$ cat src/lapr_pkg.sv
// ----------------------------------------------------------------------------
// lapr_pkg: shared types and constants for the byte PRNG
// Step counts, item kinds, sequencer states and the step unit result record.
// ----------------------------------------------------------------------------
package lapr_pkg;

   localparam int WARMUP_DRAWS   = 8;
   localparam int STEPS_PER_DRAW = 4;
   localparam int WARMUP_STEPS   = WARMUP_DRAWS * STEPS_PER_DRAW;
   localparam int CNT_W          = $clog2(WARMUP_STEPS + STEPS_PER_DRAW + 1);

   localparam int SEED_W  = 48;
   localparam int VALUE_W = 32;

   localparam logic [7:0] NEWEST_ODD = 8'h01;

   localparam logic KIND_SEED = 1'b0;
   localparam logic KIND_DRAW = 1'b1;

   typedef enum logic [1:0] {
      ST_IDLE,
      ST_WARM,
      ST_DRAW
   } lapr_state_type;

   typedef struct packed {
      logic [7:0] new_byte;
      logic [7:0] mix_first;
      logic [7:0] mix_second;
      logic [7:0] out_byte;
   } lapr_step_type;

endpackage

$ cat src/lapr_step.sv
// ----------------------------------------------------------------------------
// lapr_step: one byte step of the generator
// Computes the new LFSR byte, the two new mixer bytes and the output byte.
// ----------------------------------------------------------------------------
module lapr_step (
   input  logic [7:0]              oldest,
   input  logic [7:0]              newest,
   input  logic [7:0]              mix_first,
   input  logic [7:0]              mix_second,
   output lapr_pkg::lapr_step_type result
);
   import lapr_pkg::*;

   logic [7:0] fb;
   logic [7:0] nb;
   logic [7:0] m;
   logic [7:0] r;
   logic [7:0] n;

   always_comb begin
      fb = oldest ^ (oldest >> 1);
      nb = newest ^ fb ^ (newest >> 3) ^ (fb << 1);
      m  = mix_second + nb;
      r  = {m[6:0], m[7]} ^ {m[3:0], m[7:4]} ^ m;
      n  = mix_first + r;
      result.new_byte   = nb;
      result.mix_first  = m;
      result.mix_second = n;
      result.out_byte   = m ^ n;
   end

endmodule

$ cat src/lfsr_arx_byte_prng.sv
// ----------------------------------------------------------------------------
// lfsr_arx_byte_prng: byte-wise xorshift LFSR with add-rotate-xor mixer
//
//   channel | dir | ports                         | content
//   req     | in  | req_tvalid/tready/tdata/tuser | tdata = seed, tuser = kind
//   rsp     | out | rsp_tvalid/tready/tdata       | tdata = value
//
// One byte step per cycle via one step unit, unless a draw waits on the output.
// A draw runs 4 steps after its accept; a seed runs WARMUP_DRAWS*4 steps.
// req_tready is high only while the sequencer is idle. A finished value waits
// in the output register; a later draw holds its last step until it is free.
// Reset is synchronous and restores the generator state to 0,0,0,0,0,1.
// ----------------------------------------------------------------------------
module lfsr_arx_byte_prng (
   input  logic                          clock,
   input  logic                          reset,
   input  logic                          req_tvalid,
   output logic                          req_tready,
   input  logic [lapr_pkg::SEED_W-1:0]   req_tdata,  // seed[47:0]
   input  logic                          req_tuser,  // kind
   output logic                          rsp_tvalid,
   input  logic                          rsp_tready,
   output logic [lapr_pkg::VALUE_W-1:0]  rsp_tdata   // value[31:0]
);
   import lapr_pkg::*;

   lapr_state_type      state_ff, state_in;
   logic [CNT_W-1:0]    cnt_ff, cnt_in;
   logic [7:0]          shift_ff [4];
   logic [7:0]          shift_in [4];
   logic [7:0]          mix_a_ff, mix_a_in;
   logic [7:0]          mix_b_ff, mix_b_in;
   logic [VALUE_W-1:0]  word_ff, word_in;
   logic [VALUE_W-1:0]  rsp_data_ff, rsp_data_in;
   logic                rsp_valid_ff, rsp_valid_in;
   lapr_step_type       step;
   logic                do_step;
   logic                out_free;
   logic                last_draw;

   lapr_step u_step (
      .oldest     (shift_ff[0]),
      .newest     (shift_ff[3]),
      .mix_first  (mix_a_ff),
      .mix_second (mix_b_ff),
      .result     (step)
   );

   always_comb begin
      state_in     = state_ff;
      cnt_in       = cnt_ff;
      shift_in     = shift_ff;
      mix_a_in     = mix_a_ff;
      mix_b_in     = mix_b_ff;
      word_in      = word_ff;
      rsp_data_in  = rsp_data_ff;
      rsp_valid_in = rsp_valid_ff && !rsp_tready;
      out_free     = !rsp_valid_ff || rsp_tready;
      last_draw    = (cnt_ff == CNT_W'(STEPS_PER_DRAW - 1));
      do_step      = 1'b0;
      req_tready   = 1'b0;

      case (state_ff)
         ST_IDLE: begin
            req_tready = 1'b1;
            if (req_tvalid) begin
               cnt_in = '0;
               if (req_tuser == KIND_SEED) begin
                  mix_a_in    = req_tdata[7:0];
                  mix_b_in    = req_tdata[15:8];
                  shift_in[0] = req_tdata[23:16];
                  shift_in[1] = req_tdata[31:24];
                  shift_in[2] = req_tdata[39:32];
                  shift_in[3] = req_tdata[47:40] | NEWEST_ODD;
                  state_in    = (WARMUP_STEPS == 0) ? ST_IDLE : ST_WARM;
               end else begin
                  state_in = ST_DRAW;
               end
            end
         end
         ST_WARM: begin
            do_step = 1'b1;
            cnt_in  = cnt_ff + 1'b1;
            if (cnt_ff == CNT_W'(WARMUP_STEPS - 1)) begin
               state_in = ST_IDLE;
            end
         end
         ST_DRAW: begin
            do_step = !last_draw || out_free;
            if (do_step) begin
               cnt_in  = cnt_ff + 1'b1;
               word_in = {step.out_byte, word_ff[VALUE_W-1:8]};
               if (last_draw) begin
                  rsp_data_in  = word_in;
                  rsp_valid_in = 1'b1;
                  state_in     = ST_IDLE;
               end
            end
         end
         default: begin
            state_in = ST_IDLE;
         end
      endcase

      if (do_step) begin
         shift_in[0] = shift_ff[1];
         shift_in[1] = shift_ff[2];
         shift_in[2] = shift_ff[3];
         shift_in[3] = step.new_byte;
         mix_a_in    = step.mix_first;
         mix_b_in    = step.mix_second;
      end
   end

   always_ff @(posedge clock) begin
      if (reset) begin
         state_ff     <= ST_IDLE;
         cnt_ff       <= '0;
         rsp_valid_ff <= 1'b0;
         shift_ff[0]  <= 8'h00;
         shift_ff[1]  <= 8'h00;
         shift_ff[2]  <= 8'h00;
         shift_ff[3]  <= 8'h01;
         mix_a_ff     <= 8'h00;
         mix_b_ff     <= 8'h00;
      end else begin
         state_ff     <= state_in;
         cnt_ff       <= cnt_in;
         rsp_valid_ff <= rsp_valid_in;
         shift_ff     <= shift_in;
         mix_a_ff     <= mix_a_in;
         mix_b_ff     <= mix_b_in;
      end
   end

   always_ff @(posedge clock) begin
      word_ff     <= word_in;
      rsp_data_ff <= rsp_data_in;
   end

   assign rsp_tvalid = rsp_valid_ff;
   assign rsp_tdata  = rsp_data_ff;

endmodule
$ cat config.mk
export PLATFORM = sky130hd
export DESIGN_NAME = lfsr_arx_byte_prng
export DESIGN_NICKNAME = d
export VERILOG_FILES = /design/src/lapr_pkg.sv /design/src/lapr_step.sv /design/src/lfsr_arx_byte_prng.sv
export SDC_FILE = /design/constraint.sdc
export NUM_CORES = 1
export LEC_CHECK = 0
export BUFFER_PORTS_ARGS = -buffer_cell sky130_fd_sc_hd__buf_2
export CORE_ASPECT_RATIO = 1.75
export CORE_MARGIN = 2
export CORE_UTILIZATION = 41
export CTS_CLUSTER_DIAMETER = 200
export DETAILED_ROUTE_END_ITERATION = 12
export GPL_TIMING_DRIVEN = 0
export MAX_ROUTING_LAYER = met4
export SETUP_SLACK_MARGIN = 0.2
export SLEW_MARGIN = 20
export SYNTH_ARGS = -nofsm -noshare
export SYNTH_HDL_FRONTEND = slang
export SYNTH_SLANG_ARGS = --single-unit
$ cat constraint.sdc
create_clock -name clock -period 3.7 [get_ports clock]
set_input_delay 0.74 -clock clock [delete_from_list [all_inputs] [get_ports clock]]
set_output_delay 0.74 -clock clock [all_outputs]
set_load 0.02 [all_outputs]
== Yosys cells after proc, flatten, opt, wreduce, memory -nomap -nowiden ==
Index checks and enable logic that the tools add are counted.

* Register bits after elaboration: 121
* Input bits: 53
* Output and inout port bits: 34
* Word-level logic and storage cells: 71

* $add $sub $neg: 3
* Equality and inequality tests: 9
* Multiplexer cells: 26
* Bitwise gates (word level): 7
* Reduce and logical (&&, ||, !) cells: 15

{| class="wikitable"
|+ Operators by type and width
! cell !! number
|-
| $mux W32 || 4
|-
| $mux W8 || 8
|-
| $xor A8 B8 Y8 || 5
|-
| $pmux W6 S3 || 1
|-
| $add A8 B8 Y8 || 2
|-
| $mux W6 || 2
|-
| $mux W2 || 5
|-
| $reduce_and A3 Y1 || 3
|-
| $ne A2 B2 Y1 const B || 4
|-
| $xor A8 B5 Y8 || 1
|-
| $xor A8 B7 Y8 || 1
|-
| $add A6 B1 Y6 const B || 1
|-
| $eq A6 B2 Y1 const B || 1
|-
| $eq A6 B5 Y1 const B || 1
|-
| $pmux W2 S3 || 1
|-
| $mux W1 || 4
|-
| $reduce_and A4 Y1 || 1
|-
| $reduce_bool A2 Y1 || 2
|-
| $logic_not A1 Y1 || 3
|-
| $reduce_bool A3 Y1 || 1
|-
| $eq A2 B1 Y1 const B || 1
|-
| $eq A2 B2 Y1 const B || 1
|-
| $logic_not A2 Y1 || 1
|-
| $logic_or A1 B1 Y1 || 2
|-
| other kinds (4) || 4
|}

== Depth between registers and ports, before layout ==
* Depth in word-level cells: 9
* Gate-level depth with buffers: 21
* Gate-level depth less buffers: 21

== Hierarchy ==
A second synthesis with hierarchy kept.

* Cells, all modules: 463
* Area, all modules: 5636.7 um^2

{| class="wikitable"
|+ By module, submodules not included
! module !! instances !! cells an instance !! area each (um^2) !! sequential area each (um^2)
|-
| lfsr_arx_byte_prng || 1 || 340 || 4591.9 || 2822.7
|-
| lapr_step || 1 || 123 || 1044.8 || 0.0
|}

== Worst setup path after synthesis ==
No wires, ideal clock.

* Path kind: reg2reg
* Start point: register shift_ff[4] (netlist name)
* End point: register mix_b_ff[7]
* Setup time: 0.100 ns
* Arrival time: 4.005 ns
* Data required time: 3.600 ns
* Setup slack: -0.404 ns
* Cell stages (with the launch flop): 19
* Path buffers: 0
* Clock period less this slack: 4.104 ns
* Cell sequence: dfxtp_1 -> xnor2_1 -> xnor2_1 -> inv_1 -> ha_1 -> a21o_1 -> a21oi_1 -> nand3b_1 -> nand3b_1 -> xor2_1 -> xnor2_1 -> xor2_1 -> ha_1 -> or4_1 -> o21a_1 -> xor2_1 -> xor2_2 -> and3_2 -> a2111oi_4

* Cells in the longest elaborated chain, start to end: 8

{| class="wikitable"
|+ RTL lines
! element !! line !! source
|-
| start: declaration || lfsr_arx_byte_prng.sv:29 || <nowiki>logic [7:0] shift_ff [4];</nowiki>
|-
| start signal: assignment || lfsr_arx_byte_prng.sv:130 || <nowiki>shift_ff <= shift_in;</nowiki>
|-
| $xor A8 B8 Y8 || lapr_step.sv:22 || <nowiki>nb = newest ^ fb ^ (newest >> 3) ^ (fb << 1);</nowiki>
|-
| $xor A8 B5 Y8 * || lapr_step.sv:22 ||
|-
| $xor A8 B8 Y8 * || lapr_step.sv:22 ||
|-
| $add A8 B8 Y8 * || lapr_step.sv:23 || <nowiki>m = mix_second + nb;</nowiki>
|-
| $xor A8 B8 Y8 || lapr_step.sv:24 || <nowiki>r = {m[6:0], m[7]} ^ {m[3:0], m[7:4]} ^ m;</nowiki>
|-
| $xor A8 B8 Y8 * || lapr_step.sv:24 ||
|-
| $add A8 B8 Y8 * || lapr_step.sv:25 || <nowiki>n = mix_first + r;</nowiki>
|-
| $mux W8 * || lfsr_arx_byte_prng.sv:105 || <nowiki>if (do_step) begin</nowiki>
|-
| end signal: assignment || lfsr_arx_byte_prng.sv:132 || <nowiki>mix_b_ff <= mix_b_in;</nowiki>
|-
| end: declaration || lfsr_arx_byte_prng.sv:32 || <nowiki>logic [7:0] mix_b_ff, mix_b_in;</nowiki>
|}

Mark *: on every way between the ends. The rest lies on a longest branch, timed or not.
A chain may end at the register's enable or synchronous reset.

== Worst setup path after layout ==
Ends and elaborated chain as after synthesis.

==> impl_metrics.toml <==
[setup_path]
crit_path_cell_trace = "xnor2_2, xnor2_2, inv_1, ha_1, a21o_1, a21oi_2, nand3b_1, nand3b_1, xor2_4, xnor2_2, xor2_1, ha_2, o21ai_0, a21oi_1, o21a_1, xor2_2, xor2_2, and3_4, a2111oi_4"
worstSetupEndpointType = "flop"
arrival_ns = 4.63
crit_buf_inv = 1
cp-start-kind = "flop"
slowest_stage = "dfxtp_2"
criticalPathCategory = "reg -> reg"
crit_required_ns = 4.01
slowest_delay_ns = 0.36
path_delay_family = "XOR/XNOR gates"
worst-path-max-fanout = 4
path_common_cell = "xnor2_2"

[synthesis]
yosysUniqueCellTypes = 50
syn_area_um2 = 5260
synth_edf_count = 56
synthCells = 496
async_flop_share_pct = 0
synth_seq_cells = 113
synthFlopType = "dfxtp_1"
post-synth-top-area-cell = "edfxtp_1"
ys_seq_area_share_pct = 53.6
syn-num-nets = 572
avgSynthCellArea_um2 = 10.6
synth.area.top_cells = "edfxtp_1 (32%), dfxtp_1 (22%), nand2_1 (6.7%), a311oi_1 (6.0%), xnor2_1 (5.5%)"
yosysTopAreaCellShare_pct = 32.0
yosysWarnings = 0

[die]
core_area_um2 = 12500
num_rows = 54
io_pins = 87
start_util_pct = 42.1
dieArea_um2 = 13800
fp.dieH_um = 154
die-width_um = 89.6

[detailed_routing]
drt-wirelength-per-cell_um = 16.8
dr.pass1.iters = 4
antenna_left = 0
viasPerCell = 5.16
num_vias = 4150
drtIter0Drc = 152
drt_wl_total_um = 13500
drc_errors = 0

[worst_hold_path]
hold_class = "reg -> reg"

[sta]
hold_viol = 0
fmax_mhz = 232
fin_crit_ns = 4.32
relSlewSlack_pct = 56.1
worst_slew_pin_slew_ns = 0.654
period_share_pct = 117
finalSetupTns_ns = -5.97
holdWs_ns = 0.419
rsz0062_at_grt = "yes"
finalMaxSlewViolations = 0
finalWorstSetupSlack_ns = -0.619
setup_violations = 17
finClkSkew_ns = 0.00768

[global_routing]
antenna_found_initial = 0
grt_usage_pct = 21.0
grt_pass1_vias = 4276
grt_overflow = 0
grt_pass1_wl_um = 21100
grt_max_degree = 29

[power]
total_power_mw = 7.66
vdd_drop_max_mv = 0.621
p_leak_nw = 2.76
p_per_area_nw_per_um2 = 1090

[finish]
fin_nets = 699
drive_above_1_share_pct = 33.6
syn_to_final_growth_pct = 34.1
num_antenna_cells = 0
stdcell_count = 804
nFillCells = 1074

[clocking]
cts-buffers-inserted = 17
cts_root_buffer = "clkbuf_16"
cts_tree = "done"
path_clk_slew_ns = 0.06
clock_path_buffers = 2
cts.sink_count = 113
clock_latency_ns = 0.41
h-tree-depth = 4

[place]
dp_cells = 750
post-place-ws_ns = -1.18
hpwl_um = 9610
gp_congestion = 0.882
io_buffers = 84

[job]
cap_viol_max_count = 0

[status]
outcome = "complete, but fails checks"
failed_checks = "setup timing"
## cells in the mapped netlist, types with 3 or more instances
master and n:
nand2_1 94, o21a_1 4, buf_2 7, and3_1 7, nand2b_1 4, a211oi_1 10
nor2b_1 5, dfxtp_1 57, clkbuf_1 16, o21ai_0 6, edfxtp_1 56, xnor2_1 33
nor2_1 51, nand3b_1 3, nand3_1 4, mux2i_1 3, a311oi_1 36, ha_1 21
inv_1 14, a21oi_1 11, xor2_1 20
## registers in the layout, summed over array words and instances (netlist names)
name,count
word_ff,24
shift_ff,32
state_ff,2
rsp_tdata,32
cnt_ff,6
mix_b_ff,8
rsp_tvalid,1
mix_a_ff,8
## routing by layer
metal  share of wire (%)  vias to the layer above  GRT usage [%]  wire length [um]
li1                    -                     2015              -                 -
met1                  37                     1971           21.5              5000
met2                  55                      134           36.5              7480
met3                 4.4                       30           4.72               600
met4                 3.4                        0           9.95               458
met5                   0                        -              -                 0
## cell families after synthesis
family                     share of synthesized area [%]
buffers and inverters                               3.16
DFF                                                 53.6
AOI/OAI and AO/OA                                   12.6
adders and majority gates                           5.75
and+or+nand+nor                                     14.7
muxes                                              0.571
xor gates and xnor gates                            9.56
## through the flow
step | instance area (um2) | utilization, %
floorplan | 5310 | -
global placement | 5940 | 47.5
detailed placement | 6010 | 48.1
CTS | 6980 | 55.8
global route | 7060 | 56.5
finish | 7060 | 56.5
## cell usage in the layout (no fill, tap or decap), types with 3 or more instances in the layout
cell	instances
inv_1	10
nand2b_1	4
ha_1	16
clkinvlp_4	4
clkbuf_1	16
nor2b_1	4
o21ai_0	4
buf_2	91
bufinv_16	3
xor2_1	12
edfxtp_1	56
clkbuf_16	17
nand2_1	94
nand3b_1	3
a21oi_2	5
a211oi_2	3
xor2_2	8
and3_1	6
nor2_1	48
o21a_1	4
mux2i_1	3
dfxtp_1	51
a211oi_1	7
buf_4	19
dfxtp_2	5
nand3_1	3
a311oi_1	36
xnor2_2	11
ha_2	5
clkinv_4	3
xnor2_1	20
inv_2	4
a21oi_1	6
buf_6	4
## report_power, final
group	switching [mW]	internal, mW
combinational	2.13	1.97
sequential	0.118	1.76
clock	0.610	1.06
total	2.86	4.80
## path summary, 6_finish.rpt
kind,start,to,slack [ns],cells past startpoint
setup reg to reg,shift_ff[4],mix_b_ff[7],-0.62,19
hold / removal,word_ff[14],rsp_tdata[6],0.42,0
hold reg to reg,word_ff[14],rsp_tdata[6],0.42,0
setup / recovery,shift_ff[4],mix_b_ff[7],-0.62,19
## timing repair
item / 4_1_cts / 5_1_grt
hold buffers: 0 / 0
resized for setup: 39 / 11
pin swaps: 32 / 25
endpoints found under the setup margin: 24 / 21
setup buffers: 17 / 5
## layout make-up
type	instances	area (um2)	area share (%)
Clock buffer	17	425	6.03
Sequential cell	113	2830	40.1
Timing Repair Buffer	108	661	9.36
Buffer	26	114	1.61
Tap cell	168	210	2.98
Inverter	14	52.6	0.744
Multi-Input combinational cell	343	2580	36.5
Clock inverter	15	184	2.61
(Power assumes the default switching activity.)
